[src/lc2k_pkg.sv]
// Shared types, codes and microprogram for the LC2K instruction simulator.
`default_nettype none

package lc2k_pkg;

    // Architectural sizes fixed by the instruction format
    localparam int unsigned REG_COUNT = 8;
    localparam int unsigned WORD_W    = 32;
    localparam int unsigned PC_W      = 16;
    localparam int unsigned SIZE_W    = 17;

    // Run status codes as reported on the result channel
    typedef enum logic [2:0] {
        ST_OK      = 3'd0,
        ST_HALTED  = 3'd1,
        ST_BADADDR = 3'd2,
        ST_BADOP   = 3'd3,
        ST_BADPC   = 3'd4
    } status_t;

    // Legal opcodes (low three bits of the opcode field)
    typedef enum logic [2:0] {
        OP_ADD  = 3'd0,
        OP_NAND = 3'd1,
        OP_LW   = 3'd2,
        OP_SW   = 3'd3,
        OP_BEQ  = 3'd4,
        OP_CMOV = 3'd5,
        OP_HALT = 3'd6,
        OP_NOOP = 3'd7
    } op_t;

    // Request kind carried on the input tuser
    localparam logic OPER_WRITE = 1'b0;
    localparam logic OPER_STEP  = 1'b1;

    // Jump conditions tested by the sequencer
    typedef enum logic [2:0] {
        COND_ALWAYS   = 3'd0,
        COND_ACCEPT   = 3'd1,
        COND_IS_WRITE = 3'd2,
        COND_CAN_RUN  = 3'd3,
        COND_LOAD_GO  = 3'd4,
        COND_OUT_FREE = 3'd5
    } cond_t;

    typedef logic [3:0] step_t;

    // Microprogram step addresses
    localparam step_t STEP_IDLE     = 4'd0;
    localparam step_t STEP_DISPATCH = 4'd1;
    localparam step_t STEP_WRITE    = 4'd2;
    localparam step_t STEP_CHECK    = 4'd3;
    localparam step_t STEP_BADPC    = 4'd4;
    localparam step_t STEP_FETCH    = 4'd5;
    localparam step_t STEP_DECODE   = 4'd6;
    localparam step_t STEP_EXEC     = 4'd7;
    localparam step_t STEP_LOAD_WB  = 4'd8;
    localparam step_t STEP_OUT      = 4'd9;

    // Datapath strobes of one control word
    typedef struct packed {
        logic ready;      // take an input request
        logic wr_in;      // write input word to memory
        logic fetch;      // read memory at pc, bump count
        logic latch_ir;   // capture instruction and register operands
        logic exec;       // execute the latched instruction
        logic load_wb;    // write loaded word back, advance pc
        logic set_badpc;  // flag pc out of range
        logic out_load;   // hand the result to the output register
    } ctl_t;

    typedef struct packed {
        ctl_t  ctl;
        cond_t cond;
        step_t t_true;
        step_t t_false;
    } ucw_t;

    // Condition inputs seen by the sequencer
    typedef struct packed {
        logic accept;
        logic is_write;
        logic can_run;
        logic load_go;
        logic out_free;
    } flags_t;

    // Microprogram ROM
    function automatic ucw_t ucode_rom(input step_t step);
        ucw_t w;
        w         = '0;
        w.cond    = COND_ALWAYS;
        w.t_true  = STEP_IDLE;
        w.t_false = STEP_IDLE;
        unique case (step)
            STEP_IDLE: begin
                w.ctl.ready = 1'b1;
                w.cond      = COND_ACCEPT;
                w.t_true    = STEP_DISPATCH;
                w.t_false   = STEP_IDLE;
            end
            STEP_DISPATCH: begin
                w.cond    = COND_IS_WRITE;
                w.t_true  = STEP_WRITE;
                w.t_false = STEP_CHECK;
            end
            STEP_WRITE: begin
                w.ctl.wr_in = 1'b1;
                w.t_true    = STEP_OUT;
                w.t_false   = STEP_OUT;
            end
            STEP_CHECK: begin
                w.cond    = COND_CAN_RUN;
                w.t_true  = STEP_FETCH;
                w.t_false = STEP_BADPC;
            end
            STEP_BADPC: begin
                w.ctl.set_badpc = 1'b1;
                w.t_true        = STEP_OUT;
                w.t_false       = STEP_OUT;
            end
            STEP_FETCH: begin
                w.ctl.fetch = 1'b1;
                w.t_true    = STEP_DECODE;
                w.t_false   = STEP_DECODE;
            end
            STEP_DECODE: begin
                w.ctl.latch_ir = 1'b1;
                w.t_true       = STEP_EXEC;
                w.t_false      = STEP_EXEC;
            end
            STEP_EXEC: begin
                w.ctl.exec = 1'b1;
                w.cond     = COND_LOAD_GO;
                w.t_true   = STEP_LOAD_WB;
                w.t_false  = STEP_OUT;
            end
            STEP_LOAD_WB: begin
                w.ctl.load_wb = 1'b1;
                w.t_true      = STEP_OUT;
                w.t_false     = STEP_OUT;
            end
            STEP_OUT: begin
                w.ctl.out_load = 1'b1;
                w.cond         = COND_OUT_FREE;
                w.t_true       = STEP_IDLE;
                w.t_false      = STEP_OUT;
            end
            default: begin
                w.t_true  = STEP_IDLE;
                w.t_false = STEP_IDLE;
            end
        endcase
        return w;
    endfunction

endpackage

`default_nettype wire

[src/lc2k_ucode_seq.sv]
// Microcode sequencer: step counter, control ROM and conditional jumps.
`default_nettype none

module lc2k_ucode_seq (
    input  wire logic            clk,
    input  wire logic            rst_n,
    input  wire lc2k_pkg::flags_t flags,
    output lc2k_pkg::ctl_t       ctl
);

    lc2k_pkg::step_t step_reg;
    lc2k_pkg::step_t step_next;
    lc2k_pkg::ucw_t  ucw;
    logic            hit;

    // Control word for the current step
    assign ucw = lc2k_pkg::ucode_rom(step_reg);
    assign ctl = ucw.ctl;

    // Condition select
    always_comb
    begin
        unique case (ucw.cond)
            lc2k_pkg::COND_ALWAYS:   hit = 1'b1;
            lc2k_pkg::COND_ACCEPT:   hit = flags.accept;
            lc2k_pkg::COND_IS_WRITE: hit = flags.is_write;
            lc2k_pkg::COND_CAN_RUN:  hit = flags.can_run;
            lc2k_pkg::COND_LOAD_GO:  hit = flags.load_go;
            lc2k_pkg::COND_OUT_FREE: hit = flags.out_free;
            default:                 hit = 1'b0;
        endcase
    end

    assign step_next = hit ? ucw.t_true : ucw.t_false;

    // Step counter
    always_ff @(posedge clk or negedge rst_n)
    begin
        if (!rst_n)
        begin
            step_reg <= lc2k_pkg::STEP_IDLE;
        end
        else
        begin
            step_reg <= step_next;
        end
    end

endmodule

`default_nettype wire

[config.mk]
export PLATFORM = sky130hd
export DESIGN_NAME = lc2k_ucode_seq
export DESIGN_NICKNAME = d
export VERILOG_FILES = /design/src/lc2k_pkg.sv /design/src/lc2k_ucode_seq.sv
export SDC_FILE = /design/constraint.sdc
export NUM_CORES = 1
export LEC_CHECK = 0
export ABC_AREA = 1
export BUFFER_PORTS_ARGS = -buffer_cell sky130_fd_sc_hd__buf_2
export CAP_MARGIN = 40
export CORE_AREA = 2 2 39 41
export DETAILED_ROUTE_END_ITERATION = 12
export DIE_AREA = 0 0 41 43
export PLACE_DENSITY = 0.61
export SYNTH_ARGS = -nofsm -noshare
export SYNTH_HDL_FRONTEND = slang
export SYNTH_SLANG_ARGS = --single-unit
[constraint.sdc]
create_clock -name clk -period 1.6 [get_ports clk]
set_clock_uncertainty 0.15 [all_clocks]
set_input_delay 0.4 -clock clk [delete_from_list [all_inputs] [get_ports clk]]
set_output_delay 0.4 -clock clk [all_outputs]
set_load 0.02 [all_outputs]
==> out/qor.yml, run 1 <==
rsz0062_at_grt: "true"
die_x_microns: 41
rr_worst_depth: 9
numPortBuffers: 14
cts.sinks: 4
crit_path_cell_trace: "buf_4, nor3_4, buf_6"
async_flop_share: 1.00
synth-edff-count: 0
grt_antenna_before_repair: 0
grt_pass1_wl_microns: 1690
fp.dieH_microns: 43
crit_family: "flip-flops"
crit_path_max_incr_delay_ns: 0.45
core_region_area_sq_um: 1380
via_count: 493
synth_most_common_cell: "nand2_1"
place.detailed.hpwl_microns: 780
place.gp.congestion: 0.800
cts_buffers: 3
diodes: 0
synth_top_area_share: 0.261
synth_xor_area_frac: 0
cts_tree: "done"
wl_microns: 1080
layout.nets: 103
cap_viol_max_count: 0
combPwrFrac: 0.747
pwr-share-seq: 0.171
yosys-top-cells-count: "nand2_1 (23), nor2_1 (12), inv_1 (10), nand3_1 (7), nor2_2 (5)"
grt_pass1_vias: 474
drt_first_pass_iters: 4
fin_util: 0.487
finalCriticalPeriod_ns: 1.72
largest_reg_flops: 4
htree_levels: 1
violations: "negative setup slack"
tightest_slew_ns: 0.287
timing.final.ws_setup_ns: -0.122
synth_compound_area_frac: 0.0130
setup_viol: 8
path_buf_inv: 2
grt_max_degree: 7
worstPathMaxFanout: 5
cp.depth: 3
worstPathArrival_ns: 1.17
track_usage: 0.142
path_clk_slew_ns: 0.04
hold_violations: 0
overflow: 0
clk_path_buf_depth: 2
synth_mux_area_frac: 0
yosys.area_share.simple: 0.619
drt-wirelength-per-cell_microns: 9.80
synth_seq_cells: 4
dp_cells: 99
synth-adder-area-share: 0
power.total_mw: 1.50
p_int_uw: 720
ys_top_cells_by_area: "dfrtp_1 (26%), nand2_1 (22%), nor2_1 (12%), inv_1 (9.8%), nand3_1 (9.1%)"
synth_top_family_by_area: "simple AND/OR/NAND/NOR gates"
row_count: 14
clkPwrFrac: 0.081
seq_area_frac_synth: 0.261
insertion_delay_ns: 0.23
top_level_ports: 15
end_kind: "output pin"
place_ws_ns: 0.0665
avgSynthCellArea_sq_um: 5.57
p_sw_frac: 0.518
critPathLaunchType: "flop"
route.detailed.drc: 0
root_buffer: "clkbuf_4"
leakagePower_nw: 0.386
hold_path.class: "input pin to async pin"
netlist_instances: 69
status: "finished with violations"
synth_area_sq_um: 384
start_util: 0.278
via_per_inst: 4.48
syn_to_final_growth_pct: 75.6
slew_violations: 0
ys.flop_type: "dfrtp_1"
ys_types: 12
critPathKind: "flop to output pin"
ir_drop_v: 0.000958
fmax_ghz: 0.581
slew_headroom: 0.808
synthesis.nets: 76
switchingPower_uw: 775
dieArea_sq_um: 1760
layout-drive-gt1-share: 0.553
powerDensity_nw_per_um2: 2220
drtIter0Drc: 2
ant_nets: 0
instances_no_fill: 110
fin_crit_sh: 1.08
required_ns: 1.05
yosys_warnings: 0
critPathSlowestCell: "dfrtp_2"
yosysTopAreaCell: "dfrtp_1"
worst paths after layout:
| check | from | endpoint | slack [ns] |
|---|---|---|---|
| setup / recovery | step_reg[0]$_DFF_PN0_ | ctl[7] | -0.12 |
| setup reg to reg | step_reg[0]$_DFF_PN0_ | step_reg[3]$_DFF_PN0_ | 0.14 |
| hold reg to reg | step_reg[3]$_DFF_PN0_ | step_reg[1]$_DFF_PN0_ | 0.42 |
| hold / removal | rst_n | step_reg[1]$_DFF_PN0_ | 0.35 |
| min in group clk | step_reg[3]$_DFF_PN0_ | step_reg[1]$_DFF_PN0_ | 0.42 |
| max in group asynchronous | rst_n | step_reg[0]$_DFF_PN0_ | 0.82 |
logic make-up (layout without fill, tap and decap cells):
family          count (synthesis)  in the layout
compound gates                  1              1
simple gates                   53             53
flops                           4              4
buf+inv                        11             36
power groups by stage:
stage / clock network [mW] / registers, mW / logic [mW]
floorplan: 0 / 0.205 / 0.610
global placement: 0 / 0.213 / 0.771
detailed placement: 0 / 0.217 / 0.771
CTS: 0.129 / 0.242 / 0.963
global route: 0.134 / 0.265 / 1.24
finish: 0.121 / 0.256 / 1.12
worst register-to-register path: stages, from the launching register on:
cell and delay, ns:
dfrtp_2 0.45, buf_4 0.16, nand2_2 0.08, inv_2 0.05, nand3_1 0.08, nand2_1 0.06
nor2_1 0.12, nand2_1 0.09, nand2_1 0.06, nand2_1 0.05
cell type report:
cell class | instances | area [sq um]
inverters | 11 | 41.3
multi-input cells | 54 | 312
fillers | 144 | 709
repair buffers | 22 | 175
flip-flops and latches | 4 | 104
well taps | 16 | 20.0
clock buffers | 3 | 22.5
metal layers:
| metal | wire length [microns] | global-route usage | up-vias | part of all wire |
|---|---|---|---|---|
| met5 | 0 | 0 | - | 0 |
| met4 | 0 | 0.0867 | 0 | 0 |
| met3 | 23 | 0.0314 | 0 | 0.021 |
| met2 | 608 | 0.228 | 7 | 0.56 |
| met1 | 446 | 0.158 | 225 | 0.41 |
| li1 | - | - | 261 | - |
through the flow:
stage / TNS [ns] / hold slack, ns / instance area, sq um
2_1_floorplan: 0 / -0.0456 / 389
3_3_place_gp: 0 / 0.0559 / 479
3_5_place_dp: 0 / 0.0568 / 479
4_1_cts: -0.847 / 0.341 / 599
5_1_grt: -1.21 / 0.361 / 674
6_report: -0.718 / 0.352 / 674
placed cells by master (no fill, tap or decap), drive strengths merged:
cell	Yosys	routed
inv	11	11
nor3	1	1
nand4	1	1
dlygate4sd3	0	1
o21ai	1	1
nand3	8	8
clkbuf	0	3
nor2	17	17
nand2	26	26
dfrtp	4	4
buf	0	21
what timing repair did:
item	in CTS	in global routing
gates resized for setup	25	14
pin swaps	3	6
setup endpoints to repair	8	8
setup buffers	3	4
hold buffers	1	0
endpoints found under the hold margin	4	0
(Power assumes the default switching activity.)
==> inputs of run 2 (changes only) <==
==> constraint.sdc (replaced) <==
create_clock -name clk -period 1.7 [get_ports clk]
set_clock_uncertainty 0.15 [all_clocks]
set_input_delay 0.425 -clock clk [delete_from_list [all_inputs] [get_ports clk]]
set_output_delay 0.425 -clock clk [all_outputs]
set_load 0.02 [all_outputs]
==> out/qor.yml, run 2 (same netlist as run 1, synthesis figures left out) <==
numPortBuffers: 14
drt-wirelength-per-cell_microns: 10.8
layout_commonest_cell: "nand2_1"
syn_to_final_growth_pct: 86.0
grt.met1_usage: 0.190
violations: "negative setup slack"
worstPathArrival_ns: 1.17
finalCriticalPeriod_ns: 1.74
die_x_microns: 41
grt_pass1_wl_microns: 2040
cts.sinks: 4
tightest_slew_ns: 0.258
place_ws_ns: 0.0671
met2_usage: 0.266
place.detailed.hpwl_microns: 796
powerDensity_nw_per_um2: 2130
diodes: 0
final_cell_area_sq_um: 714
rsz0062_at_grt: "true"
ant_nets: 0
via_count: 516
hold_slack_ns: 0.370
overflow: 0
setup_viol: 5
worstPathMaxFanout: 5
postPlaceCellArea_sq_um: 474
status: "finished with violations"
core_region_area_sq_um: 1380
drt_first_pass_iters: 4
required_ns: 1.12
critPathKind: "flop to output pin"
layout-drive-gt1-share: 0.568
hold_violations: 0
largest_reg_flops: 4
dieArea_sq_um: 1760
instances_no_fill: 111
cap_viol_max_count: 0
root_buffer: "clkbuf_4"
startpoint: "step_reg[0]$_DFF_PN0_"
row_count: 14
slew_violations: 0
track_usage: 0.172
top_level_ports: 15
drtIter0Drc: 8
dp_cells: 99
fin_crit_sh: 1.03
timing.final.ws_setup_ns: -0.0441
via_per_inst: 4.65
cts_tree: "done"
grt_busiest_layer: "met2"
end_kind: "output pin"
grtUsageMet3: 0.0838
path_clk_slew_ns: 0.04
final_cell_mix: "nand2_1 (18), buf_4 (9), nor2_4 (8)"
leakagePower_nw: 0.399
critPathLaunchType: "flop"
grt_pass1_vias: 516
fp.dieH_microns: 43
worst_r2r_startpoint: "step_reg[0]$_DFF_PN0_"
start_util: 0.278
hold_path.class: "input pin to async pin"
fmax_ghz: 0.573
ir_drop_v: 0.000747
slew_headroom: 0.828
insertion_delay_ns: 0.24
wl_microns: 1200
route.detailed.drc: 0
htree_levels: 1
grt_antenna_before_repair: 0
grt_max_degree: 7
place.gp.congestion: 0.781
clk_path_buf_depth: 2
layout.nets: 104
cts_buffers: 3
run 2: changes by cell type in the layout (fill, tap and decap cells not counted), moves of 2 or more:
cell,delta
inv_4,+2
nor2_4,+3
nor2_2,-3
inv_2,-3
run 2: critical path, stage by stage, from the launching register on:
cell	delay, ns
dfrtp_2	0.45
buf_6	0.14
nor3_4	0.19
buf_6	0.14
run 2: path summary, 6_finish.rpt:
kind,end,cells past startpoint,slack (ns)
worst max-delay path,ctl[7],3,-0.04
worst min-delay path,step_reg[1]$_DFF_PN0_,2,0.37
worst max register to register,step_reg[0]$_DFF_PN0_,9,0.21
worst min register to register,step_reg[1]$_DFF_PN0_,1,0.41
max in group asynchronous,step_reg[3]$_DFF_PN0_,2,0.89
min in group clk,step_reg[1]$_DFF_PN0_,1,0.41
run 2: metrics by stage:
step	util	power, mW	TNS (ns)
4_1_cts	0.444	1.30	-0.231
2_1_floorplan	-	0.757	0
3_3_place_gp	0.343	0.918	0
3_5_place_dp	0.343	0.924	0
5_1_grt	0.516	1.68	-0.549
6_report	0.516	1.52	-0.129
run 2: report_power, final:
group          switching [mW]  internal (mW)
logic                   0.637          0.498
clock network          0.0406         0.0791
registers               0.114          0.152
run 2: metal layers:
| metal | routed length, microns | up-vias |
|---|---|---|
| li1 | - | 260 |
| met1 | 461 | 239 |
| met2 | 666 | 13 |
| met3 | 49 | 4 |
| met4 | 25 | 0 |
| met5 | 0 | - |
run 2: final cells by class:
| type | count | area [sq um] |
|---|---|---|
| clock buffers | 3 | 22.5 |
| fillers | 134 | 669 |
| inverters | 11 | 46.3 |
| multi-input cells | 54 | 334 |
| flip-flops and latches | 4 | 105 |
| well taps | 16 | 20.0 |
| repair buffers | 23 | 186 |
run 2: what timing repair did:
action	in CTS	in global routing
gates cloned	0	0
endpoints found under the setup margin	8	8
setup buffers	7	1
hold buffers	1	0
pin swaps	6	6
gates resized for setup	21	27
endpoints found under the hold margin	4	0
==> inputs of run 3 (changes only) <==
--- a/config.mk
+++ b/config.mk
@@ -11,6 +11,7 @@
 export CORE_AREA = 2 2 39 41
 export DETAILED_ROUTE_END_ITERATION = 12
 export DIE_AREA = 0 0 41 43
+export MAX_ROUTING_LAYER = met4
 export PLACE_DENSITY = 0.61
 export SYNTH_ARGS = -nofsm -noshare
 export SYNTH_HDL_FRONTEND = slang
==> constraint.sdc (replaced) <==
create_clock -name clk -period 1.7 [get_ports clk]
set_clock_uncertainty 0.15 [all_clocks]
set_input_delay 0 -clock clk [delete_from_list [all_inputs] [get_ports clk]]
set_output_delay 0 -clock clk [all_outputs]
set_load 0.02 [all_outputs]
==> out/qor.yml, run 3 (same netlist as run 1, synthesis figures left out) <==
status: "finished, final reports clean"
postPlaceCellArea_sq_um: 474
worst_r2r_startpoint: "step_reg[0]$_DFF_PN0_"
crit_path_cell_trace: "inv_1, nand2_1, nor3_1, buf_2"
core_region_area_sq_um: 1380
cts.sinks: 4
drt-wirelength-per-cell_microns: 9.31
worstPathMaxFanout: 4
wl_microns: 968
numPortBuffers: 14
via_count: 468
fp.dieH_microns: 43
largest_reg_flops: 4
start_util: 0.278
fmax_ghz: 0.708
rsz0062_at_grt: "false"
crit_end: "ctl[7]"
timing.final.ws_setup_ns: 0.287
via_per_inst: 4.50
r2r_end: "step_reg[0]$_DFF_PN0_"
slew_headroom: 0.825
worstPathArrival_ns: 1.26
dp_cells: 99
insertion_delay_ns: 0.23
die_x_microns: 41
path_clk_slew_ns: 0.04
layout.nets: 97
place_ws_ns: 0.318
slew_violations: 0
startpoint: "step_reg[3]$_DFF_PN0_"
overflow: 0
drtIter0Drc: 12
grt_antenna_before_repair: 0
layout-drive-gt1-share: 0.307
power.total_mw: 1.04
ant_nets: 0
finalCriticalPeriod_ns: 1.41
track_usage: 0.142
fin_crit_sh: 0.831
final_cell_mix: "nand2_1 (23), buf_2 (14), nor2_1 (12)"
critPathKind: "flop to output pin"
crit_path_max_incr_delay_ns: 0.40
htree_levels: 1
diodes: 0
required_ns: 1.55
tightest_slew_ns: 0.262
critPathSlowestCell: "dfrtp_1"
cts_buffers: 3
grt_max_degree: 7
cts_tree: "done"
rr_worst_depth: 9
drt_first_pass_iters: 4
setup_viol: 0
cap_viol_max_count: 0
reg2reg_slack_ns: 0.29
route.detailed.drc: 0
clk_path_buf_depth: 2
row_count: 14
final_cell_area_sq_um: 517
leakagePower_nw: 0.347
grt_pass1_wl_microns: 1640
end_kind: "output pin"
layout_commonest_cell: "nand2_1"
syn_to_final_growth_pct: 34.5
instances_no_fill: 104
setup-tns-final_ns: 0
ir_drop_v: 0.000659
critPathLaunchType: "flop"
hold_path.class: "input pin to flop"
top_level_ports: 15
place.detailed.hpwl_microns: 812
grt_pass1_vias: 443
dieArea_sq_um: 1760
hold_violations: 0
place.gp.congestion: 0.813
root_buffer: "clkbuf_4"
powerDensity_nw_per_um2: 2020
==> run 3: cell count changes in the layout (fill, tap and decap cells not counted), moves of 5 or more <==
cell     previous run  this run
nor2_1              7        12
buf_4               9         0
nand2_1            18        23
buf_6               7         0
nor2_4              8         0
buf_2               6        14
==> run 3: power breakdown <==
| group | total, mW | switching (mW) | internal [mW] |
|---|---|---|---|
| clock network | 0.114 | 0.0352 | 0.0787 |
| logic | 0.727 | 0.481 | 0.245 |
| registers | 0.204 | 0.0598 | 0.144 |
| total | 1.04 | 0.576 | 0.468 |
==> run 3: cell type report <==
cell class / instances / area [sq um]
Clock buffer: 3 / 22.5
Fill cell: 157 / 867
Inverter: 11 / 41.3
Multi-Input combinational cell: 54 / 243
Sequential cell: 4 / 100
Tap cell: 16 / 20.0
Timing Repair Buffer: 16 / 90.1
==> run 3: worst min-delay path by stage <==
stage,start,to,slack (ns),cells past startpoint
CTS,flags[1],step_reg[3]$_DFF_PN0_,0.01,6
global route,flags[1],step_reg[0]$_DFF_PN0_,0.09,6
detailed placement,rst_n,step_reg[1]$_DFF_PN0_,-0.34,1
floorplan,rst_n,step_reg[0]$_DFF_PN0_,-0.45,0
finish,flags[1],step_reg[3]$_DFF_PN0_,0.02,6
global placement,rst_n,step_reg[2]$_DFF_PN0_,-0.34,1
==> run 3: critical path, delay by kind of cell (launching register included) <==
kind	cells	cell delay, ns
buf+inv	2	0.32
flops	1	0.40
simple gates	2	0.31
==> run 3: layer usage <==
metal	GRT usage	routed length, microns
met4	0.113	0
met2	0.225	532
met5	-	0
met1	0.143	404
met3	0.0209	31
==> run 3: through the flow <==
stage | util | hold slack [ns]
after floorplan | - | -0.446
after global placement | 0.343 | -0.344
after detailed placement | 0.343 | -0.338
after CTS | 0.373 | 0.0103
after global routing | 0.373 | 0.0873
final | 0.373 | 0.0204
==> run 3: timing repair <==
action,4_1_cts,5_1_grt
hold endpoints to repair,4,0
buffers inserted,0,0
resized for setup,0,0
hold buffers,2,0
